<file path="config.mk">
export PLATFORM = sky130hd
export DESIGN_NAME = printer_status_message_deframer_flat
export DESIGN_NICKNAME = d
export VERILOG_FILES = /design/src/psmd_pkg.sv /design/src/psmd_in_if.sv /design/src/psmd_out_if.sv /design/src/psmd_front.sv /design/src/psmd_queue.sv /design/src/psmd_back.sv /design/src/printer_status_message_deframer.sv /design/src/flat_wrapper.sv
export SDC_FILE = /design/constraint.sdc
export NUM_CORES = 1
export LEC_CHECK = 0
export ABC_AREA = 1
export BUFFER_PORTS_ARGS = -buffer_cell sky130_fd_sc_hd__buf_4
export CAP_MARGIN = 20
export CORE_MARGIN = 3
export CORE_UTILIZATION = 35
export DETAILED_ROUTE_END_ITERATION = 10
export GPL_TIMING_DRIVEN = 0
export PLACE_DENSITY = 0.51
export SETUP_SLACK_MARGIN = 0.1
export SYNTH_ARGS = -nofsm -noshare
export SYNTH_HDL_FRONTEND = slang
export SYNTH_HIERARCHICAL = 1
export SYNTH_SLANG_ARGS = --single-unit
</file>
<file path="constraint.sdc">
create_clock -name clk -period 5.3 [get_ports clk]
set_clock_uncertainty 0.2 [all_clocks]
set_input_delay 0.795 -clock clk [delete_from_list [all_inputs] [get_ports clk]]
set_output_delay 0.795 -clock clk [all_outputs]
set_load 0.02 [all_outputs]
</file>
<file path="src/psmd_pkg.sv">
// Shared types and constants of the printer status message deframer.
// Holds the result kinds, delimiter bytes, operation codes and the queue entry type.
// Depends on nothing; the design modules refer to it by scoped names.
package psmd_pkg;

  localparam logic [7:0] CHAR_EOF = 8'h04;
  localparam logic [7:0] CHAR_PCT = 8'h25;
  localparam logic [7:0] CHAR_LBR = 8'h5B;
  localparam logic [7:0] CHAR_RBR = 8'h5D;

  localparam logic OP_DATA    = 1'b0;
  localparam logic OP_RESTART = 1'b1;

  localparam int RES_MAX   = 3;
  localparam int RES_CNT_W = $clog2(RES_MAX + 1);
  localparam int RES_IDX_W = $clog2(RES_MAX);

  localparam int QUEUE_DEPTH = 2;
  localparam int QPTR_W      = $clog2(QUEUE_DEPTH);
  localparam int QCNT_W      = $clog2(QUEUE_DEPTH + 1);

  localparam int PADDR_W         = 3;
  localparam int REG_IGNORE_TEXT = 0;

  typedef enum logic [2:0] {
    KIND_TEXT     = 3'd0,
    KIND_MSG_BYTE = 3'd1,
    KIND_START    = 3'd2,
    KIND_DONE     = 3'd3,
    KIND_EOF      = 3'd4
  } kind_t;

  typedef struct packed {
    logic [RES_CNT_W-1:0]          count;
    logic [RES_MAX-1:0][2:0]       kinds;
    logic [RES_MAX-1:0][7:0]       bytes;
    logic [15:0]                   eof_total;
  } cmd_t;

endpackage

</file>
<file path="src/psmd_in_if.sv">
// Input channel of the deframer: valid/ready handshake with one item per transfer.
// Depends on nothing.
interface psmd_in_if;
  logic       valid;
  logic       ready;
  logic       operation;
  logic [7:0] data_byte;

  modport source (output valid, operation, data_byte, input ready);
  modport sink   (input valid, operation, data_byte, output ready);
endinterface

</file>
<file path="src/psmd_out_if.sv">
// Result channel of the deframer: valid/ready handshake with one result item per transfer.
// Depends on nothing.
interface psmd_out_if;
  logic        valid;
  logic        ready;
  logic [2:0]  kind;
  logic [7:0]  out_byte;
  logic [15:0] eof_total;
  logic        last;

  modport source (output valid, kind, out_byte, eof_total, last, input ready);
  modport sink   (input valid, kind, out_byte, eof_total, last, output ready);
endinterface

</file>
<file path="src/psmd_front.sv">
// Front end of the deframer: accepts input items, runs the framing parser and EOF counter.
// Each item that yields results becomes one queue entry holding all of them.
// Depends on psmd_pkg and psmd_in_if.
module psmd_front (
  input  logic                clk,
  input  logic                rst_n,
  psmd_in_if.sink             in_ch,
  input  logic                cfg_we,
  input  logic                cfg_wdata,
  output logic                ignore_text,
  input  logic                q_full,
  output logic                q_push,
  output psmd_pkg::cmd_t      q_data
);

  typedef enum logic [2:0] {
    ST_NORMAL = 3'd0,
    ST_PCT1   = 3'd1,
    ST_PCT2   = 3'd2,
    ST_MSG    = 3'd3,
    ST_RB     = 3'd4,
    ST_RBPCT  = 3'd5
  } pstate_t;

  pstate_t        state_r, state_nxt;
  logic [15:0]    eof_r, eof_nxt;
  logic           ignore_r, ignore_nxt;
  logic           accept;
  logic [7:0]     c;
  psmd_pkg::cmd_t cmd;

  assign in_ch.ready = ~q_full;
  assign accept      = in_ch.valid & ~q_full;
  assign c           = in_ch.data_byte;
  assign ignore_text = ignore_r;

  always_comb begin
    state_nxt  = state_r;
    eof_nxt    = eof_r;
    ignore_nxt = ignore_r;
    cmd        = '0;
    if (in_ch.operation == psmd_pkg::OP_RESTART) begin
      state_nxt  = ST_NORMAL;
      ignore_nxt = 1'b0;
    end else if (c == psmd_pkg::CHAR_EOF) begin
      eof_nxt      = eof_r + 16'd1;
      cmd.count    = psmd_pkg::RES_CNT_W'(1);
      cmd.kinds[0] = psmd_pkg::KIND_EOF;
    end else if (!ignore_r) begin
      unique case (state_r)
        ST_PCT1: begin
          if (c == psmd_pkg::CHAR_PCT) begin
            state_nxt = ST_PCT2;
          end else begin
            cmd.count    = psmd_pkg::RES_CNT_W'(2);
            cmd.kinds[0] = psmd_pkg::KIND_TEXT;
            cmd.bytes[0] = psmd_pkg::CHAR_PCT;
            cmd.kinds[1] = psmd_pkg::KIND_TEXT;
            cmd.bytes[1] = c;
            state_nxt    = ST_NORMAL;
          end
        end
        ST_PCT2: begin
          if (c == psmd_pkg::CHAR_LBR) begin
            cmd.count    = psmd_pkg::RES_CNT_W'(1);
            cmd.kinds[0] = psmd_pkg::KIND_START;
            state_nxt    = ST_MSG;
          end else begin
            cmd.count    = psmd_pkg::RES_CNT_W'(3);
            cmd.kinds[0] = psmd_pkg::KIND_TEXT;
            cmd.bytes[0] = psmd_pkg::CHAR_PCT;
            cmd.kinds[1] = psmd_pkg::KIND_TEXT;
            cmd.bytes[1] = psmd_pkg::CHAR_PCT;
            cmd.kinds[2] = psmd_pkg::KIND_TEXT;
            cmd.bytes[2] = c;
            state_nxt    = ST_NORMAL;
          end
        end
        ST_MSG: begin
          if (c == psmd_pkg::CHAR_RBR) begin
            state_nxt = ST_RB;
          end else begin
            cmd.count    = psmd_pkg::RES_CNT_W'(1);
            cmd.kinds[0] = psmd_pkg::KIND_MSG_BYTE;
            cmd.bytes[0] = c;
          end
        end
        ST_RB: begin
          if (c == psmd_pkg::CHAR_PCT) begin
            state_nxt = ST_RBPCT;
          end else begin
            cmd.count    = psmd_pkg::RES_CNT_W'(2);
            cmd.kinds[0] = psmd_pkg::KIND_MSG_BYTE;
            cmd.bytes[0] = psmd_pkg::CHAR_RBR;
            cmd.kinds[1] = psmd_pkg::KIND_MSG_BYTE;
            cmd.bytes[1] = c;
            state_nxt    = ST_MSG;
          end
        end
        ST_RBPCT: begin
          if (c == psmd_pkg::CHAR_PCT) begin
            cmd.count    = psmd_pkg::RES_CNT_W'(1);
            cmd.kinds[0] = psmd_pkg::KIND_DONE;
            state_nxt    = ST_NORMAL;
          end else begin
            cmd.count    = psmd_pkg::RES_CNT_W'(3);
            cmd.kinds[0] = psmd_pkg::KIND_MSG_BYTE;
            cmd.bytes[0] = psmd_pkg::CHAR_RBR;
            cmd.kinds[1] = psmd_pkg::KIND_MSG_BYTE;
            cmd.bytes[1] = psmd_pkg::CHAR_PCT;
            cmd.kinds[2] = psmd_pkg::KIND_MSG_BYTE;
            cmd.bytes[2] = c;
            state_nxt    = ST_MSG;
          end
        end
        default: begin
          // The normal state, and the two codes that never arise.
          if (c == psmd_pkg::CHAR_PCT) begin
            state_nxt = ST_PCT1;
          end else begin
            cmd.count    = psmd_pkg::RES_CNT_W'(1);
            cmd.kinds[0] = psmd_pkg::KIND_TEXT;
            cmd.bytes[0] = c;
            state_nxt    = ST_NORMAL;
          end
        end
      endcase
    end
    cmd.eof_total = eof_nxt;
  end

  assign q_push = accept & (cmd.count != '0);
  assign q_data = cmd;

  always_ff @(posedge clk) begin
    if (!rst_n) begin
      state_r  <= ST_NORMAL;
      eof_r    <= '0;
      ignore_r <= 1'b0;
    end else begin
      if (accept) begin
        state_r <= state_nxt;
        eof_r   <= eof_nxt;
      end
      if (cfg_we) begin
        ignore_r <= cfg_wdata;
      end else if (accept) begin
        ignore_r <= ignore_nxt;
      end
    end
  end

endmodule

</file>
<file path="src/psmd_queue.sv">
// Short queue of parsed entries between the front end and the result sequencer.
// Depends on psmd_pkg.
module psmd_queue (
  input  logic           clk,
  input  logic           rst_n,
  input  logic           push,
  input  psmd_pkg::cmd_t push_data,
  output logic           full,
  input  logic           pop,
  output logic           empty,
  output psmd_pkg::cmd_t head
);

  psmd_pkg::cmd_t                  mem_r [psmd_pkg::QUEUE_DEPTH];
  logic [psmd_pkg::QPTR_W-1:0]     wr_ptr_r, rd_ptr_r;
  logic [psmd_pkg::QCNT_W-1:0]     count_r;
  logic                            do_push, do_pop;

  assign full    = (count_r == psmd_pkg::QCNT_W'(psmd_pkg::QUEUE_DEPTH));
  assign empty   = (count_r == '0);
  assign do_push = push & ~full;
  assign do_pop  = pop & ~empty;
  assign head    = mem_r[rd_ptr_r];

  always_ff @(posedge clk) begin
    if (do_push) begin
      mem_r[wr_ptr_r] <= push_data;
    end
  end

  always_ff @(posedge clk) begin
    if (!rst_n) begin
      wr_ptr_r <= '0;
      rd_ptr_r <= '0;
      count_r  <= '0;
    end else begin
      if (do_push) begin
        wr_ptr_r <= (wr_ptr_r == psmd_pkg::QPTR_W'(psmd_pkg::QUEUE_DEPTH - 1)) ?
                    '0 : wr_ptr_r + 1'b1;
      end
      if (do_pop) begin
        rd_ptr_r <= (rd_ptr_r == psmd_pkg::QPTR_W'(psmd_pkg::QUEUE_DEPTH - 1)) ?
                    '0 : rd_ptr_r + 1'b1;
      end
      if (do_push && !do_pop) begin
        count_r <= count_r + 1'b1;
      end else if (do_pop && !do_push) begin
        count_r <= count_r - 1'b1;
      end
    end
  end

endmodule

</file>
<file path="src/psmd_back.sv">
// Result sequencer of the deframer: plays out each queue entry's results one per cycle
// while not stalled, into a registered output stage. Depends on psmd_pkg, psmd_out_if.
module psmd_back (
  input  logic           clk,
  input  logic           rst_n,
  input  logic           q_empty,
  input  psmd_pkg::cmd_t q_head,
  output logic           q_pop,
  psmd_out_if.source     out_ch
);

  logic [psmd_pkg::RES_IDX_W-1:0] idx_r;
  logic                           out_valid_r;
  logic [2:0]                     kind_r;
  logic [7:0]                     byte_r;
  logic [15:0]                    eof_total_r;
  logic                           last_r;
  logic                           emit;
  logic                           is_last;

  assign emit    = ~q_empty & (~out_valid_r | out_ch.ready);
  assign is_last = (psmd_pkg::RES_CNT_W'(idx_r) == q_head.count - 1'b1);
  assign q_pop   = emit & is_last;

  assign out_ch.valid     = out_valid_r;
  assign out_ch.kind      = kind_r;
  assign out_ch.out_byte  = byte_r;
  assign out_ch.eof_total = eof_total_r;
  assign out_ch.last      = last_r;

  always_ff @(posedge clk) begin
    if (emit) begin
      kind_r      <= q_head.kinds[idx_r];
      byte_r      <= q_head.bytes[idx_r];
      eof_total_r <= q_head.eof_total;
      last_r      <= is_last;
    end
  end

  always_ff @(posedge clk) begin
    if (!rst_n) begin
      idx_r       <= '0;
      out_valid_r <= 1'b0;
    end else begin
      if (emit) begin
        out_valid_r <= 1'b1;
        idx_r       <= is_last ? '0 : idx_r + 1'b1;
      end else if (out_ch.ready) begin
        out_valid_r <= 1'b0;
      end
    end
  end

endmodule

</file>
<file path="src/printer_status_message_deframer.sv">
// Printer status message deframer top level: configuration register, front end, queue and
// result sequencer. Depends on psmd_pkg, psmd_in_if, psmd_out_if, psmd_front, psmd_queue
// and psmd_back.
//
// Bytes from a printer's back channel arrive as items on in_ch (operation, data_byte).
// Plain text, message bytes, message start and completion markers and EOF reports leave
// as result items on out_ch; each input gives zero to three results, the final one with
// last set, and every result carries the EOF count after its input.
// An input item is taken in every cycle while the two-entry queue has room. Its results
// pass through a queue entry and then the output register to out_ch, one result per cycle
// while the receiver takes them; new items are taken while earlier ones still play out.
// When the receiver stalls, the output register holds its result, the queue fills and
// in_ch.ready falls after at most two further items that yield results.
// The ignore_text register sits at APB addresses 0 to 3 and reads back its value;
// a restart item also clears it. A synchronous low rst_n empties the queue, returns the
// parser to normal text and clears the EOF count and ignore_text.
module printer_status_message_deframer (
  input  logic                         clk,
  input  logic                         rst_n,
  psmd_in_if.sink                      in_ch,
  psmd_out_if.source                   out_ch,
  input  logic                         psel,
  input  logic                         penable,
  input  logic                         pwrite,
  input  logic [psmd_pkg::PADDR_W-1:0] paddr,
  input  logic [31:0]                  pwdata,
  output logic [31:0]                  prdata,
  output logic                         pready
);

  logic           cfg_we;
  logic           cfg_hit;
  logic           ignore_text;
  logic           q_full, q_empty, q_push, q_pop;
  psmd_pkg::cmd_t q_data, q_head;

  assign pready  = 1'b1;
  assign cfg_hit = (paddr[psmd_pkg::PADDR_W-1] == 1'(psmd_pkg::REG_IGNORE_TEXT));
  assign cfg_we  = psel & penable & pwrite & cfg_hit;
  assign prdata  = cfg_hit ? {31'd0, ignore_text} : 32'd0;

  psmd_front u_front (
    .clk         (clk),
    .rst_n       (rst_n),
    .in_ch       (in_ch),
    .cfg_we      (cfg_we),
    .cfg_wdata   (pwdata[0]),
    .ignore_text (ignore_text),
    .q_full      (q_full),
    .q_push      (q_push),
    .q_data      (q_data)
  );

  psmd_queue u_queue (
    .clk       (clk),
    .rst_n     (rst_n),
    .push      (q_push),
    .push_data (q_data),
    .full      (q_full),
    .pop       (q_pop),
    .empty     (q_empty),
    .head      (q_head)
  );

  psmd_back u_back (
    .clk     (clk),
    .rst_n   (rst_n),
    .q_empty (q_empty),
    .q_head  (q_head),
    .q_pop   (q_pop),
    .out_ch  (out_ch)
  );

endmodule
</file>
<file path="src/flat_wrapper.sv">
// flat-port wrapper written by rule: the top's interface ports become plain ports
module printer_status_message_deframer_flat 
  (clk, rst_n, psel, penable, pwrite, paddr, pwdata, prdata, pready, in_ch_valid, in_ch_operation, in_ch_data_byte, in_ch_ready, out_ch_valid, out_ch_kind, out_ch_out_byte, out_ch_eof_total, out_ch_last, out_ch_ready);
  psmd_in_if in_ch_i ();
  psmd_out_if out_ch_i ();
  input  logic clk;
  input  logic rst_n;
  input  logic psel;
  input  logic penable;
  input  logic pwrite;
  input  logic [psmd_pkg::PADDR_W-1:0] paddr;
  input  logic [31:0] pwdata;
  output logic [31:0] prdata;
  output logic pready;
  input wire logic [$bits(in_ch_i.valid)-1:0] in_ch_valid;
  input wire logic [$bits(in_ch_i.operation)-1:0] in_ch_operation;
  input wire logic [$bits(in_ch_i.data_byte)-1:0] in_ch_data_byte;
  output wire logic [$bits(in_ch_i.ready)-1:0] in_ch_ready;
  output wire logic [$bits(out_ch_i.valid)-1:0] out_ch_valid;
  output wire logic [$bits(out_ch_i.kind)-1:0] out_ch_kind;
  output wire logic [$bits(out_ch_i.out_byte)-1:0] out_ch_out_byte;
  output wire logic [$bits(out_ch_i.eof_total)-1:0] out_ch_eof_total;
  output wire logic [$bits(out_ch_i.last)-1:0] out_ch_last;
  input wire logic [$bits(out_ch_i.ready)-1:0] out_ch_ready;
  assign in_ch_i.valid = in_ch_valid;
  assign in_ch_i.operation = in_ch_operation;
  assign in_ch_i.data_byte = in_ch_data_byte;
  assign in_ch_ready = in_ch_i.ready;
  assign out_ch_valid = out_ch_i.valid;
  assign out_ch_kind = out_ch_i.kind;
  assign out_ch_out_byte = out_ch_i.out_byte;
  assign out_ch_eof_total = out_ch_i.eof_total;
  assign out_ch_last = out_ch_i.last;
  assign out_ch_i.ready = out_ch_ready;
  printer_status_message_deframer u_core (.clk(clk), .rst_n(rst_n), .in_ch(in_ch_i), .out_ch(out_ch_i), .psel(psel), .penable(penable), .pwrite(pwrite), .paddr(paddr), .pwdata(pwdata), .prdata(prdata), .pready(pready));
endmodule
</file>
## After elaboration in Yosys (flattened, before gate mapping)

Memory sizes are Yosys's and may differ from the RTL's. A register that Yosys moved wholly into a read port is not among the register bits.
Index checks and enable logic that the tools add are counted.

- Register bits: 55
- Bits in writable memories: 102
- Input bits: 51
- Output and inout bits: 63
- Logic and storage cells: 121
- Memories kept: 1

Memory list:

| memory | depth | width | read ports | clocked after memory_dff | write ports | line | RTL |
|---|---|---|---|---|---|---|---|
| u_core.u_queue.mem_r | 2 | 51 | 1 | 1 | 1 | psmd_queue.sv:14 | `psmd_pkg::cmd_t mem_r [psmd_pkg::QUEUE_DEPTH];` |

- Add/sub/neg operators: 7
- $lt $le $gt $ge: 1
- Equality and inequality tests: 14
- Muxes and demuxes: 59
- Bitwise gates (word level): 14
- Reductions and logical operators: 13

Operator list:

| kind | count |
|---|---|
| $mux W24 | 3 |
| $mux W35 | 2 |
| $mux W16 | 4 |
| $pmux W8 S5 | 1 |
| $pmux W8 S4 | 1 |
| $mux W2 | 12 |
| $mux W8 | 3 |
| $mux W3 | 7 |
| $mux W1 | 17 |
| $add A16 B1 Y16 const B | 1 |
| $bmux W8 S2 | 1 |
| $eq A8 B7 Y1 const B | 2 |
| $pmux W8 S2 | 1 |
| $pmux W3 S5 | 1 |
| $pmux W3 S4 | 1 |
| $reduce_bool A2 Y1 | 5 |
| $and A1 B1 Y1 | 9 |
| $eq A8 B3 Y1 const B | 1 |
| $eq A8 B6 Y1 const B | 1 |
| $pmux W2 S4 | 1 |
| $bmux W3 S2 | 1 |
| $eq A3 B2 Y1 const B | 2 |
| $eq A3 B3 Y1 const B | 2 |
| $mux W6 | 1 |
| other kinds (19) | 28 |

## Logic depth before layout (Yosys ltp)

Gate-level depths: netlist of the first run.

- Depth after elaboration: 13
- Mapped depth: 20
- Depth with buffers taken out: 19

## Hierarchy

The synthesis of the first run kept the hierarchy.

Modules (own cells, without submodules):

| module | times used | cells each | area each (µm²) | seq. area each (µm²) |
|---|---|---|---|---|
| psmd_queue | 1 | 197 | 4181.5 | 3163.0 |
| psmd_front | 1 | 365 | 2030.7 | 400.4 |
| psmd_back | 1 | 108 | 1258.7 | 900.9 |
| printer_status_message_deframer | 1 | 40 | 272.8 | 0.0 |

## Worst setup path after synthesis of the first run

No wires, ideal clock.

- Path type: input to register
- Start: input port in_ch_data_byte[0]
- End: memory u_core/u_queue/mem_r[0][0] in the netlist's numbering (enable)
- Setup time: 0.460 ns
- Data arrival time: 3.789 ns
- Path slack: 0.851 ns
- Stages: 11
- Cells stage by stage: buf_6 -> nor2_1 -> nand2_1 -> nor2_2 -> nand2_2 -> buf_6 -> nand3_1 -> nand2_1 -> inv_1 -> o21ai_2 -> nor2_1

- Cells in the longest elaborated chain, start to end: 11

Ends and longest elaborated chain:

| element | line | RTL |
|---|---|---|
| from (decl) | flat_wrapper.sv:17 | `input wire logic [$bits(in_ch_i.data_byte)-1:0] in_ch_data_byte;` |
| $eq A8 B6 Y1, or another cell as far along | -- |  |
| $mux W1, or another cell as far along | psmd_front.sv:118 | `if (c == psmd_pkg::CHAR_PCT) begin` |
| $pmux W2 S4 | psmd_front.sv:50 | `unique case (state_r)` |
| $mux W35 | psmd_front.sv:49 | `end else if (!ignore_r) begin` |
| $mux W2 (*) | psmd_front.sv:45 | `end else if (c == psmd_pkg::CHAR_EOF) begin` |
| $mux W35 (*) | psmd_front.sv:42 | `if (in_ch.operation == psmd_pkg::OP_RESTART) begin` |
| $reduce_bool A2 Y1 (*) | psmd_front.sv:132 | `assign q_push = accept & (cmd.count != '0);` |
| $and A1 B1 Y1 (*) | psmd_front.sv:132 |  |
| named net u_core.q_push | printer_status_message_deframer.sv:34 | `logic q_full, q_empty, q_push, q_pop;` |
| $and A1 B1 Y1 (*) | psmd_queue.sv:21 | `assign do_push = push & ~full;` |
| $mux W1 (*) | psmd_queue.sv:26 | `if (do_push) begin` |
| $mux W1 (implied by the code) (*) | psmd_queue.sv:27 | `mem_r[wr_ptr_r] <= push_data;` |
| to (decl) | psmd_queue.sv:14 |  |

Mark *: on every way through the listed nets, which the timed path passes. The rest lies on a longest branch.

## Worst setup path after layout of the first run

- Start: input port in_ch_data_byte[3]
- End: register u_core/u_queue/count_r[1] in the netlist's numbering

- Cells in the longest elaborated chain, start to end: 12

Ends and longest elaborated chain:

| element | line | RTL |
|---|---|---|
| $eq A8 B6 Y1, or another cell as far along | -- |  |
| $mux W1, or another cell as far along | psmd_front.sv:118 |  |
| $pmux W2 S4 | psmd_front.sv:50 |  |
| $mux W35 | psmd_front.sv:49 |  |
| $mux W2 (*) | psmd_front.sv:45 |  |
| $mux W35 (*) | psmd_front.sv:42 |  |
| $reduce_bool A2 Y1 (*) | psmd_front.sv:132 |  |
| $and A1 B1 Y1 (*) | psmd_front.sv:132 |  |
| named net u_core.q_push | printer_status_message_deframer.sv:34 |  |
| $and A1 B1 Y1 (*) | psmd_queue.sv:21 |  |
| named net u_core.u_queue.do_push | psmd_queue.sv:17 | `logic do_push, do_pop;` |
| $logic_not A1 Y1 | psmd_queue.sv:47 | `end else if (do_pop && !do_push) begin` |
| $logic_and A1 B1 Y1 | psmd_queue.sv:47 |  |
| $reduce_bool A2 Y1 (no line) | -- |  |
| to (signal assigned) | psmd_queue.sv:46 | `count_r <= count_r + 1'b1;` |
| to (signal assigned) | psmd_queue.sv:48 | `count_r <= count_r - 1'b1;` |
| to (decl) | psmd_queue.sv:16 | `logic [psmd_pkg::QCNT_W-1:0] count_r;` |

Marks and branches as above.
A chain may end at the register's enable or synchronous reset.

==> run_summary.xml, run 1 <==
<?xml version="1.0" encoding="UTF-8"?>
<metrics>
  <group name="drt">
    <metric name="drt-vias-per-instance" unit="">4.66</metric>
    <metric name="routed_wire_length_per_instance" unit="um">15.2</metric>
    <metric name="detail_route.iter0.violations" unit="">370</metric>
    <metric name="routed-via-count" unit="">5134</metric>
    <metric name="drt_first_pass_iters" unit="">5</metric>
    <metric name="detail_route.drc_violations" unit="">0</metric>
    <metric name="final_antenna_net_count" unit="">0</metric>
    <metric name="wl" unit="um">16800</metric>
  </group>
  <group name="cts">
    <metric name="ctsResizeCount" unit="">0</metric>
    <metric name="postCtsHoldBufs" unit="">0</metric>
    <metric name="clkTransAtPathRegs" unit="ns">0.06</metric>
    <metric name="clock-sinks" unit="">158</metric>
    <metric name="clk-insertion-delay-late" unit="ns">0.42</metric>
    <metric name="cts_tree" unit="">built</metric>
    <metric name="cts_buffers" unit="">17</metric>
    <metric name="cts_root_buffer" unit="">sky130_fd_sc_hd__clkbuf_16</metric>
    <metric name="post_cts_setup_buffers" unit="">0</metric>
    <metric name="cts.path.max_buffers" unit="">2</metric>
    <metric name="h_tree_level_count" unit="">4</metric>
  </group>
  <group name="yosys">
    <metric name="syn_avg_cell_area" unit="um2">10.9</metric>
    <metric name="ys_seq_area_frac" unit="">0.577</metric>
    <metric name="synth_top_cells_by_area" unit="">sky130_fd_sc_hd__edfxtp_1 50%, sky130_fd_sc_hd__mux2_4 9.7%, sky130_fd_sc_hd__dfxtp_1 7.2%</metric>
    <metric name="synthMuxAreaShare" unit="">0.0984</metric>
    <metric name="synth-compound-area-share" unit="">0.0646</metric>
    <metric name="synth-async-reset-ratio" unit="">0</metric>
    <metric name="synthDominantAreaCellType" unit="">sky130_fd_sc_hd__edfxtp_1</metric>
    <metric name="synth_xor_xnor_area_share" unit="">0.00339</metric>
    <metric name="postSynthCellCount" unit="">710</metric>
    <metric name="top_ff_cell_synth" unit="">sky130_fd_sc_hd__edfxtp_1</metric>
    <metric name="synth_top_family_by_area" unit="">simple AND/OR/NAND/NOR gates</metric>
    <metric name="synth_simple_gate_area_share" unit="">0.145</metric>
    <metric name="postSynthRegisterBits" unit="">158</metric>
    <metric name="synth_edf_count" unit="">130</metric>
    <metric name="total_standard_cell_area_after_synthesis" unit="um2">7740</metric>
    <metric name="synth_top_area_share" unit="">0.504</metric>
    <metric name="synthesis.yosys.warnings" unit="">6</metric>
    <metric name="netlist-cell-type-count" unit="">36</metric>
    <metric name="post_synth_fa_ha_maj_area_fraction" unit="">0.00646</metric>
  </group>
  <group name="final_layout">
    <metric name="fill_cell_total_of_the_finished_layout" unit="">2045</metric>
    <metric name="seq_area" unit="um2">4460</metric>
    <metric name="num_antenna_cells" unit="">0</metric>
    <metric name="layout-area-overhead-vs-synth" unit="%">19.7</metric>
    <metric name="layout-drive-gt1-share" unit="">0.259</metric>
    <metric name="multiInputGateArea" unit="um2">2610</metric>
    <metric name="net_count_final" unit="">869</metric>
  </group>
  <group name="sta">
    <metric name="slew_viol_final" unit="">0</metric>
    <metric name="maxSlewHeadroom" unit="">0.572</metric>
    <metric name="hold_viol" unit="">0</metric>
    <metric name="fin_setup_tns" unit="ns">0</metric>
    <metric name="grt_setup_unrepaired" unit="">false</metric>
    <metric name="final_setup_viols" unit="">0</metric>
    <metric name="final.setup.worst_slack" unit="ns">2.27</metric>
    <metric name="worst_slew_pin_slew" unit="ns">0.637</metric>
    <metric name="finalWorstPathRequiredPeriod" unit="ns">3.03</metric>
    <metric name="post-route-period-util" unit="">0.571</metric>
    <metric name="max_clock_freq" unit="GHz">0.331</metric>
  </group>
  <group name="setup_path">
    <metric name="timing.critical_path.arrival" unit="ns">3.18</metric>
    <metric name="worst_path_max_delay_cell" unit="">sky130_fd_sc_hd__ha_1</metric>
    <metric name="ff2ff_path_depth" unit="">17</metric>
    <metric name="ff2ff_setup_slack" unit="ns">2.51</metric>
    <metric name="crit_family" unit="">simple AND/OR/NAND/NOR gates</metric>
    <metric name="cpPeakStageDelay" unit="ns">0.34</metric>
    <metric name="worst_setup_path_start_kind" unit="">input port</metric>
    <metric name="critPathBufInv" unit="">6</metric>
    <metric name="path_common_cell" unit="">sky130_fd_sc_hd__nand2_1</metric>
    <metric name="path_class" unit="">input port to flip-flop</metric>
    <metric name="critical_path_required_time" unit="ns">5.45</metric>
    <metric name="cp_cell_sequence" unit="">buf_4 &gt; inv_1 &gt; nand2_1 &gt; nor2_1 &gt; nand2_1 &gt; nand2_1 &gt; nor2_1 &gt; nand2_1 &gt; nand3_1 &gt; nand2_1 &gt; inv_1 &gt; o21ai_2 &gt; inv_1 &gt; ha_1 &gt; inv_1 &gt; nand3_1 &gt; nand2_1 &gt; inv_1 &gt; nor2_1</metric>
    <metric name="crit_path_max_fanout" unit="">7</metric>
    <metric name="cp-end-kind" unit="">flip-flop</metric>
    <metric name="crit_cells" unit="">19</metric>
  </group>
  <group name="floorplanning">
    <metric name="core_area" unit="um2">21400</metric>
    <metric name="chipWidth" unit="um">155</metric>
    <metric name="ioPinCount" unit="">114</metric>
    <metric name="die-height" unit="um">155</metric>
    <metric name="fp.dieArea" unit="um2">23900</metric>
    <metric name="start_util" unit="">0.363</metric>
    <metric name="floorplan.rows" unit="">53</metric>
  </group>
  <group name="power">
    <metric name="power_density" unit="nW/um2">344</metric>
    <metric name="power.switching_fraction" unit="">0.257</metric>
    <metric name="pwr-share-clk" unit="">0.376</metric>
    <metric name="p_leak" unit="nW">3.90</metric>
    <metric name="total_power" unit="W">0.00319</metric>
    <metric name="p_seq_frac" unit="">0.470</metric>
    <metric name="switchingPower" unit="W">0.000821</metric>
    <metric name="peakVddDrop" unit="mV">0.178</metric>
    <metric name="comb_power_share" unit="">0.155</metric>
    <metric name="internal-power" unit="W">0.00237</metric>
  </group>
  <group name="global_routing">
    <metric name="global_route.usage.total" unit="">0.144</metric>
    <metric name="number_of_global_route_vias_before_repair" unit="">5008</metric>
    <metric name="grt-ovfl-total" unit="">0</metric>
    <metric name="grt_pass1_wl" unit="um">26900</metric>
    <metric name="grt_start_max_net_pins" unit="">30</metric>
    <metric name="initial_antenna_violation_count" unit="">0</metric>
  </group>
  <group name="job">
    <metric name="cap_violations" unit="">0</metric>
  </group>
  <group name="hold_path">
    <metric name="worstHoldPathCells" unit="">2</metric>
    <metric name="hp-class" unit="">flip-flop to flip-flop</metric>
  </group>
  <group name="place">
    <metric name="portBuffers" unit="">47</metric>
    <metric name="dpl.hpwl" unit="um">12500</metric>
    <metric name="post_place_setup_slack" unit="ns">1.82</metric>
    <metric name="place_congestion" unit="">0.844</metric>
  </group>
  <group name="run_status">
    <metric name="run_status" unit="">completed</metric>
  </group>
</metrics>
==> synthesized netlist by cell type, types with 2 or more instances <==
cell type / number
sky130_fd_sc_hd__a31oi_1: 3
sky130_fd_sc_hd__mux2_4: 50
sky130_fd_sc_hd__inv_1: 87
sky130_fd_sc_hd__a21oi_2: 2
sky130_fd_sc_hd__o21ai_0: 30
sky130_fd_sc_hd__xor2_1: 3
sky130_fd_sc_hd__nand4_1: 6
sky130_fd_sc_hd__a21oi_1: 27
sky130_fd_sc_hd__conb_1: 3
sky130_fd_sc_hd__ha_1: 4
sky130_fd_sc_hd__nor3_1: 16
sky130_fd_sc_hd__nand2_1: 104
sky130_fd_sc_hd__nand3_2: 2
sky130_fd_sc_hd__o21ai_1: 16
sky130_fd_sc_hd__inv_2: 4
sky130_fd_sc_hd__nor2_1: 67
sky130_fd_sc_hd__nor2_2: 5
sky130_fd_sc_hd__buf_4: 37
sky130_fd_sc_hd__dfxtp_1: 28
sky130_fd_sc_hd__a21boi_0: 3
sky130_fd_sc_hd__nand3b_1: 2
sky130_fd_sc_hd__buf_2: 6
sky130_fd_sc_hd__o21ai_2: 7
sky130_fd_sc_hd__buf_12: 5
sky130_fd_sc_hd__edfxtp_1: 130
sky130_fd_sc_hd__buf_6: 4
sky130_fd_sc_hd__nand3_1: 45
sky130_fd_sc_hd__clkbuf_1: 3
sky130_fd_sc_hd__nand2_2: 4
==> power by group through the flow <==
stage	clock network (W)	registers [W]	logic, W
floorplan	0	0.00157	0.000274
global placement	0	0.00153	0.000467
detailed placement	0	0.00153	0.000499
CTS	0.00123	0.00150	0.000500
global route	0.00128	0.00151	0.000540
finish	0.00120	0.00150	0.000494
==> cell type report <==
type,instances,area share
well taps,275,0.0371
inverters,91,0.0368
plain buffers,55,0.0501
clock buffers,20,0.0482
repair buffers,52,0.0497
multi-input cells,439,0.282
clock inverters,12,0.0147
flip-flops and latches,158,0.482
==> worst paths after layout <==
kind,start,endpoint
max,in_ch_data_byte[3],u_core/u_queue/count_r[1]
min,u_core/u_queue/rd_ptr_r,flip-flop
max reg2reg,u_core/u_front/state_r[1],u_core/u_queue/count_r[1]
min reg2reg,u_core/u_queue/rd_ptr_r,flip-flop
==> worst register-to-register path: stages (launching register included) <==
cell	delay, ns
sky130_fd_sc_hd__dfxtp_1	0.38
sky130_fd_sc_hd__inv_1	0.12
sky130_fd_sc_hd__nand2_1	0.09
sky130_fd_sc_hd__nor2_1	0.10
sky130_fd_sc_hd__nor2_1	0.31
sky130_fd_sc_hd__nand2_1	0.10
sky130_fd_sc_hd__o21ai_1	0.23
sky130_fd_sc_hd__nand3_1	0.14
sky130_fd_sc_hd__nand2_1	0.08
sky130_fd_sc_hd__inv_1	0.05
sky130_fd_sc_hd__o21ai_2	0.14
sky130_fd_sc_hd__inv_1	0.11
sky130_fd_sc_hd__ha_1	0.34
sky130_fd_sc_hd__inv_1	0.09
sky130_fd_sc_hd__nand3_1	0.08
sky130_fd_sc_hd__nand2_1	0.06
sky130_fd_sc_hd__inv_1	0.03
sky130_fd_sc_hd__nor2_1	0.09
==> state kept, by name, indices dropped and copies added (netlist names), named ones only <==
| name | cells |
|---|---|
| u_core/u_back/out_ch.valid | 1 |
| u_core/u_back/out_ch.eof_total | 16 |
| u_core/u_queue/mem_r | 102 |
| u_core/u_queue/count_r | 2 |
| u_core/u_front/state_r | 3 |
| u_core/u_queue/rd_ptr_r | 1 |
| u_core/u_front/ignore_text | 1 |
| u_core/u_back/out_ch.last | 1 |
| u_core/u_queue/wr_ptr_r | 1 |
| u_core/u_back/out_ch.kind | 3 |
| u_core/u_front/eof_r | 16 |
| u_core/u_back/out_ch.out_byte | 8 |
| u_core/u_back/idx_r | 2 |
==> logic make-up after synthesis <==
family          count (synthesis)
compound gates                 90
xor+xnor                        3
fa+ha+maj                       4
buf+inv                       146
flops                         158
mux                            51
other cells                     3
simple gates                  255
==> through the flow <==
stage                     cells   util  hold slack, ns  area, um2
after floorplan             743      -           0.267       7870
after global placement     1065  0.401           0.282       8560
after detailed placement   1070  0.407           0.294       8690
after CTS                  1102  0.434           0.308       9270
after global routing       1102  0.434           0.337       9270
final                      1102  0.434           0.299       9270
==> per-layer routing <==
layer  wire length, um  up-vias  global-route usage
li1                  -     2547                   -
met1              7790     2422               0.192
met2              7870      139               0.231
met3               765       26              0.0302
met4               340        0              0.0568
met5                 0        -                   0
==> layout by cell type (no fill, tap or decap), types with 5 or more instances in the layout <==
cell type	count
sky130_fd_sc_hd__a21oi_1	27
sky130_fd_sc_hd__buf_12	9
sky130_fd_sc_hd__buf_2	6
sky130_fd_sc_hd__buf_4	84
sky130_fd_sc_hd__clkbuf_1	5
sky130_fd_sc_hd__clkbuf_16	17
sky130_fd_sc_hd__conb_1	36
sky130_fd_sc_hd__dfxtp_1	28
sky130_fd_sc_hd__edfxtp_1	130
sky130_fd_sc_hd__inv_1	87
sky130_fd_sc_hd__mux2_4	50
sky130_fd_sc_hd__nand2_1	104
sky130_fd_sc_hd__nand3_1	45
sky130_fd_sc_hd__nand4_1	6
sky130_fd_sc_hd__nor2_1	65
sky130_fd_sc_hd__nor2_2	5
sky130_fd_sc_hd__nor3_1	16
sky130_fd_sc_hd__o21ai_0	30
sky130_fd_sc_hd__o21ai_1	16
sky130_fd_sc_hd__o21ai_2	7
Note: power is estimated with default switching activity, not from simulation.
==> run 2, diff against run 1 <==
PLACE_DENSITY = 0.53   (was 0.51)
clock period = 2.6 ns   (was 5.3 ns; I/O delays follow)
==> run_summary.xml, run 2 (synthesis gave the netlist of run 1 again) <==
<?xml version="1.0" encoding="UTF-8"?>
<metrics>
  <group name="run_status">
    <metric name="run_status" unit="">completed</metric>
  </group>
  <group name="setup_path">
    <metric name="cp-end-kind" unit="">flip-flop</metric>
    <metric name="crit_path_max_fanout" unit="">10</metric>
    <metric name="crit_family" unit="">buffers and inverters</metric>
    <metric name="critical_path_required_time" unit="ns">2.54</metric>
    <metric name="timing.critical_path.arrival" unit="ns">2.37</metric>
    <metric name="cpPeakStageDelay" unit="ns">0.45</metric>
    <metric name="cp_cell_sequence" unit="">nor2_1 &gt; inv_2 &gt; nand2_2 &gt; inv_2 &gt; clkbuf_4 &gt; nand2_1 &gt; inv_2 &gt; o21ai_4 &gt; buf_4 &gt; nor2_4 &gt; buf_4</metric>
    <metric name="worst_setup_path_start_kind" unit="">flip-flop</metric>
    <metric name="path_class" unit="">flip-flop to flip-flop</metric>
    <metric name="critPathBufInv" unit="">6</metric>
    <metric name="path_common_cell" unit="">sky130_fd_sc_hd__inv_2</metric>
    <metric name="worst_path_max_delay_cell" unit="">sky130_fd_sc_hd__dfxtp_1</metric>
  </group>
  <group name="cts">
    <metric name="postCtsHoldBufs" unit="">0</metric>
    <metric name="cts_tree" unit="">built</metric>
    <metric name="clkTransAtPathRegs" unit="ns">0.06</metric>
    <metric name="cts_root_buffer" unit="">sky130_fd_sc_hd__clkbuf_16</metric>
    <metric name="cts.path.max_buffers" unit="">2</metric>
    <metric name="clk-insertion-delay-late" unit="ns">0.42</metric>
    <metric name="cts_buffers" unit="">17</metric>
    <metric name="clock-sinks" unit="">158</metric>
    <metric name="h_tree_level_count" unit="">4</metric>
  </group>
  <group name="floorplanning">
    <metric name="die-height" unit="um">155</metric>
    <metric name="ioPinCount" unit="">114</metric>
    <metric name="fp.dieArea" unit="um2">23900</metric>
    <metric name="core_area" unit="um2">21400</metric>
    <metric name="chipWidth" unit="um">155</metric>
    <metric name="start_util" unit="">0.363</metric>
    <metric name="floorplan.rows" unit="">53</metric>
  </group>
  <group name="final_layout">
    <metric name="layout-drive-gt1-share" unit="">0.304</metric>
    <metric name="layout-area-overhead-vs-synth" unit="%">21.7</metric>
    <metric name="seq_area" unit="um2">4470</metric>
    <metric name="register_with_the_highest_flop_count" unit="">u_core/u_queue/mem_r</metric>
    <metric name="finished_cell_area" unit="um2">9420</metric>
    <metric name="most_common_library_cell_in_the_layout_ignoring_fill_and_taps" unit="">sky130_fd_sc_hd__edfxtp_1</metric>
    <metric name="instances_no_fill" unit="">1118</metric>
    <metric name="net_count_final" unit="">885</metric>
    <metric name="largest_reg_flops" unit="">102</metric>
    <metric name="fill_cell_total_of_the_finished_layout" unit="">2065</metric>
    <metric name="multiInputGateArea" unit="um2">2720</metric>
    <metric name="layout.cells.most_common_list" unit="">130 x sky130_fd_sc_hd__edfxtp_1, 100 x sky130_fd_sc_hd__buf_4, 98 x sky130_fd_sc_hd__nand2_1</metric>
    <metric name="num_antenna_cells" unit="">0</metric>
  </group>
  <group name="sta">
    <metric name="finalWorstPathRequiredPeriod" unit="ns">2.44</metric>
    <metric name="final.setup.worst_slack" unit="ns">0.165</metric>
    <metric name="grt_setup_unrepaired" unit="">true</metric>
    <metric name="slew_viol_final" unit="">0</metric>
    <metric name="maxSlewHeadroom" unit="">0.526</metric>
    <metric name="worst_hold_slack" unit="ns">0.0261</metric>
    <metric name="final_setup_viols" unit="">0</metric>
    <metric name="hold_viol" unit="">0</metric>
    <metric name="max_clock_freq" unit="GHz">0.411</metric>
    <metric name="post-route-period-util" unit="">0.937</metric>
    <metric name="worst_slew_pin_slew" unit="ns">0.705</metric>
  </group>
  <group name="power">
    <metric name="peakVddDrop" unit="mV">0.318</metric>
    <metric name="total_power" unit="W">0.00637</metric>
    <metric name="power_density" unit="nW/um2">676</metric>
    <metric name="p_leak" unit="nW">3.97</metric>
  </group>
  <group name="job">
    <metric name="cap_violations" unit="">0</metric>
  </group>
  <group name="place">
    <metric name="place_congestion" unit="">0.887</metric>
    <metric name="dp_cells" unit="">1068</metric>
    <metric name="portBuffers" unit="">47</metric>
    <metric name="dpl.hpwl" unit="um">11800</metric>
    <metric name="dpl_cell_area" unit="um2">8670</metric>
    <metric name="post_place_setup_slack" unit="ns">-0.608</metric>
  </group>
  <group name="drt">
    <metric name="drt_first_pass_iters" unit="">5</metric>
    <metric name="drt-vias-per-instance" unit="">4.56</metric>
    <metric name="routed-via-count" unit="">5096</metric>
    <metric name="detail_route.drc_violations" unit="">0</metric>
    <metric name="routed_wire_length_per_instance" unit="um">15.0</metric>
    <metric name="wl" unit="um">16700</metric>
    <metric name="detail_route.iter0.violations" unit="">255</metric>
    <metric name="final_antenna_net_count" unit="">0</metric>
  </group>
  <group name="global_routing">
    <metric name="number_of_global_route_vias_before_repair" unit="">4811</metric>
    <metric name="global_route.usage.total" unit="">0.142</metric>
    <metric name="grt-ovfl-total" unit="">0</metric>
    <metric name="gr-usage-met1" unit="">0.194</metric>
    <metric name="grt_pass1_wl" unit="um">26400</metric>
    <metric name="initial_antenna_violation_count" unit="">0</metric>
    <metric name="grt_start_max_net_pins" unit="">28</metric>
    <metric name="grt_busiest_layer" unit="">met2</metric>
    <metric name="use_met3" unit="">0.0294</metric>
    <metric name="met2_usage_grt" unit="">0.230</metric>
  </group>
  <group name="hold_path">
    <metric name="hp-class" unit="">input port to flip-flop</metric>
  </group>
</metrics>
## run 2: cell count changes in the layout (fill, tap and decap cells not counted), moves of 3 or more
cell                       change
sky130_fd_sc_hd__nor2_4        +5
sky130_fd_sc_hd__nand2_2       +5
sky130_fd_sc_hd__nand2_1       -6
sky130_fd_sc_hd__inv_2         +8
sky130_fd_sc_hd__clkinv_2      +4
sky130_fd_sc_hd__dfxtp_2       +3
sky130_fd_sc_hd__inv_1         -8
sky130_fd_sc_hd__buf_4        +16
sky130_fd_sc_hd__nor2_2        +5
sky130_fd_sc_hd__nor2_1        -8
sky130_fd_sc_hd__dfxtp_1       -3
## run 2: worst paths after layout
path / start / endpoint / slack [ns] / cells after the start
min reg2reg: u_core/u_front/state_r[2] / u_core/u_front/state_r[2] / 0.29 / 2
max: u_core/u_queue/count_r[0] / u_core/u_queue/mem_r[0][4] / 0.16 / 11
max reg2reg: u_core/u_queue/count_r[0] / u_core/u_queue/mem_r[0][4] / 0.16 / 11
min: pwdata[0] / u_core/u_front/ignore_text / 0.03 / 3
## run 2: power breakdown
part / switching (W) / total [W] / internal, W
Sequential: 0.0000823 / 0.00306 / 0.00298
Clock: 0.000963 / 0.00227 / 0.00131
Combinational: 0.000612 / 0.00104 / 0.000428
## run 2: layout make-up
type | count | share of cell area
plain buffers | 55 | 0.0503
clock buffers | 20 | 0.0463
clock inverters | 12 | 0.0104
inverters | 91 | 0.0363
multi-input cells | 441 | 0.289
flip-flops and latches | 158 | 0.474
well taps | 275 | 0.0365
repair buffers | 66 | 0.0574
## run 2: timing repair
action	4_1_cts	5_1_grt
endpoints found under the hold margin	0	0
buffers inserted	10	6
pin swaps	4	5
cloned	2	0
endpoints found under the setup margin	104	91
resized for setup	13	15
## run 2: per-layer routing
metal | vias to the layer above | share of wire
met1 | 2397 | 0.47
met3 | 17 | 0.040
met4 | 0 | 0.013
met5 | - | 0
li1 | 2581 | -
met2 | 101 | 0.48
## run 2: worst register-to-register path, stage by stage, from the launching register on
cell and delay, ns:
sky130_fd_sc_hd__dfxtp_1 0.45, sky130_fd_sc_hd__nor2_1 0.10, sky130_fd_sc_hd__inv_2 0.12, sky130_fd_sc_hd__nand2_2 0.11, sky130_fd_sc_hd__inv_2 0.15, sky130_fd_sc_hd__clkbuf_4 0.24
sky130_fd_sc_hd__nand2_1 0.12, sky130_fd_sc_hd__inv_2 0.09, sky130_fd_sc_hd__o21ai_4 0.09, sky130_fd_sc_hd__buf_4 0.18, sky130_fd_sc_hd__nor2_4 0.11, sky130_fd_sc_hd__buf_4 0.18
## run 2: through the flow
step           setup TNS, ns  utilization
2_1_floorplan          -1.26            -
3_3_place_gp         -101.93        0.403
3_5_place_dp          -49.81        0.406
4_1_cts                    0        0.437
5_1_grt                    0        0.441
6_report                   0        0.441
==> run 3, diff against run 2 <==
GPL_TIMING_DRIVEN = default   (was 0)
==> run_summary.xml, run 3 (synthesis gave the netlist of run 1 again) <==
<?xml version="1.0" encoding="UTF-8"?>
<metrics>
  <group name="run_status">
    <metric name="run_status" unit="">completed</metric>
  </group>
  <group name="sta">
    <metric name="final_setup_viols" unit="">0</metric>
    <metric name="max_clock_freq" unit="GHz">0.437</metric>
    <metric name="worst_hold_slack" unit="ns">0.0262</metric>
    <metric name="maxSlewHeadroom" unit="">0.621</metric>
    <metric name="slew_viol_final" unit="">0</metric>
    <metric name="post-route-period-util" unit="">0.881</metric>
    <metric name="hold_viol" unit="">0</metric>
    <metric name="finalWorstPathRequiredPeriod" unit="ns">2.29</metric>
    <metric name="worst_slew_pin_slew" unit="ns">0.568</metric>
    <metric name="grt_setup_unrepaired" unit="">false</metric>
  </group>
  <group name="cts">
    <metric name="clock-sinks" unit="">158</metric>
    <metric name="h_tree_level_count" unit="">4</metric>
    <metric name="cts_tree" unit="">built</metric>
    <metric name="clkTransAtPathRegs" unit="ns">0.06</metric>
    <metric name="clk-insertion-delay-late" unit="ns">0.42</metric>
    <metric name="postCtsHoldBufs" unit="">0</metric>
    <metric name="cts_buffers" unit="">17</metric>
    <metric name="cts_root_buffer" unit="">sky130_fd_sc_hd__clkbuf_16</metric>
    <metric name="cts.path.max_buffers" unit="">2</metric>
  </group>
  <group name="setup_path">
    <metric name="path_common_cell" unit="">sky130_fd_sc_hd__inv_1</metric>
    <metric name="ff2ff_path_depth" unit="">16</metric>
    <metric name="timing.critical_path.arrival" unit="ns">2.44</metric>
    <metric name="crit_path_max_fanout" unit="">5</metric>
    <metric name="cpPeakStageDelay" unit="ns">0.36</metric>
    <metric name="worst_setup_path_start_kind" unit="">flip-flop</metric>
    <metric name="worst_path_max_delay_cell" unit="">sky130_fd_sc_hd__dfxtp_2</metric>
    <metric name="cp-end-kind" unit="">flip-flop</metric>
    <metric name="critical_path_required_time" unit="ns">2.75</metric>
    <metric name="cp_cell_sequence" unit="">inv_2 &gt; ha_1 &gt; nor2_4 &gt; a21boi_1 &gt; o21ai_2 &gt; nand3_2 &gt; nand2_2 &gt; inv_2 &gt; o21ai_4 &gt; inv_1 &gt; ha_1 &gt; inv_1 &gt; nand3_1 &gt; nand2_1 &gt; inv_1 &gt; nor2_1</metric>
    <metric name="path_class" unit="">flip-flop to flip-flop</metric>
  </group>
  <group name="global_routing">
    <metric name="global_route.usage.total" unit="">0.133</metric>
    <metric name="initial_antenna_violation_count" unit="">0</metric>
    <metric name="number_of_global_route_vias_before_repair" unit="">4868</metric>
    <metric name="grt_pass1_wl" unit="um">24800</metric>
    <metric name="grt_start_max_net_pins" unit="">30</metric>
    <metric name="grt-ovfl-total" unit="">0</metric>
  </group>
  <group name="drt">
    <metric name="drt_first_pass_iters" unit="">5</metric>
    <metric name="wl" unit="um">15500</metric>
    <metric name="routed_wire_length_per_instance" unit="um">14.2</metric>
    <metric name="detail_route.drc_violations" unit="">0</metric>
    <metric name="routed-via-count" unit="">4964</metric>
    <metric name="drt-vias-per-instance" unit="">4.55</metric>
    <metric name="final_antenna_net_count" unit="">0</metric>
    <metric name="detail_route.iter0.violations" unit="">267</metric>
  </group>
  <group name="floorplanning">
    <metric name="start_util" unit="">0.363</metric>
    <metric name="floorplan.rows" unit="">53</metric>
    <metric name="die-height" unit="um">155</metric>
    <metric name="fp.dieArea" unit="um2">23900</metric>
    <metric name="chipWidth" unit="um">155</metric>
    <metric name="ioPinCount" unit="">114</metric>
    <metric name="core_area" unit="um2">21400</metric>
  </group>
  <group name="job">
    <metric name="cap_violations" unit="">0</metric>
  </group>
  <group name="final_layout">
    <metric name="layout-area-overhead-vs-synth" unit="%">19.4</metric>
    <metric name="num_antenna_cells" unit="">0</metric>
    <metric name="register_with_the_highest_flop_count" unit="">u_core/u_queue/mem_r</metric>
    <metric name="most_common_library_cell_in_the_layout_ignoring_fill_and_taps" unit="">sky130_fd_sc_hd__edfxtp_1</metric>
    <metric name="share_of_the_core_filled_with_cells" unit="">0.433</metric>
    <metric name="layout-drive-gt1-share" unit="">0.275</metric>
    <metric name="net_count_final" unit="">858</metric>
    <metric name="layout.cells.most_common_list" unit="">130 x sky130_fd_sc_hd__edfxtp_1, 101 x sky130_fd_sc_hd__nand2_1, 90 x sky130_fd_sc_hd__buf_4</metric>
    <metric name="largest_reg_flops" unit="">102</metric>
  </group>
  <group name="hold_path">
    <metric name="hp-class" unit="">input port to flip-flop</metric>
    <metric name="worstHoldPathCells" unit="">3</metric>
  </group>
  <group name="place">
    <metric name="dpl.hpwl" unit="um">11200</metric>
    <metric name="portBuffers" unit="">48</metric>
    <metric name="place_congestion" unit="">0.864</metric>
  </group>
  <group name="power">
    <metric name="total_power" unit="W">0.00670</metric>
    <metric name="peakVddDrop" unit="mV">0.392</metric>
    <metric name="power_density" unit="nW/um2">724</metric>
    <metric name="p_leak" unit="nW">3.86</metric>
  </group>
</metrics>
run 3: path summary, 6_finish.rpt:
check | startpoint | slack (ns) | to
min | pwdata[0] | 0.03 | u_core/u_front/ignore_text
min reg2reg | u_core/u_front/state_r[1] | 0.30 | u_core/u_front/state_r[1]
max | u_core/u_front/state_r[2] | 0.31 | u_core/u_queue/count_r[1]
max reg2reg | u_core/u_front/state_r[2] | 0.31 | u_core/u_queue/count_r[1]
run 3: what timing repair did:
item	4_1_cts	5_1_grt
setup endpoints to repair	1	104
pin swaps	1	2
resized for setup	1	11
buffers inserted	1	0
run 3: worst max-delay path, delay by kind of cell, from the launching register on:
kind | cells | cell delay (ns)
AOI/OAI and AO/OA | 3 | 0.25
and+or+nand+nor | 6 | 0.53
DFF | 1 | 0.36
buffers and inverters | 5 | 0.33
adders and majority gates | 2 | 0.54
run 3: final cells by class:
class / count / area (um2)
flip-flops and latches: 158 / 4470
well taps: 275 / 344
repair buffers: 96 / 796
fillers: 2038 / 12100
multi-input cells: 439 / 2650
clock inverters: 14 / 214
inverters: 91 / 342
clock buffers: 18 / 429
run 3: power breakdown:
group          total, W  switching, W  internal, W
sequential      0.00306     0.0000807      0.00298
combinational  0.000955      0.000575     0.000380
clock           0.00268      0.000980      0.00170
total           0.00670       0.00164      0.00506
run 3: per-layer routing:
layer	global-route usage	part of all wire
met2	0.225	0.50
met1	0.170	0.45
met4	0.0467	0.011
met5	0	0
met3	0.0271	0.036
run 3: stage by stage:
stage          TNS (ns)  instance area (um2)  setup slack (ns)  cells
2_1_floorplan     -1.26                 7910           -0.0235    743
6_report              0                 9250             0.310   1091
4_1_cts               0                 9230             0.109   1091
3_5_place_dp    -0.0907                 8570           -0.0807   1058
5_1_grt               0                 9250             0.113   1091
3_3_place_gp    -0.0702                 8570           -0.0702   1058
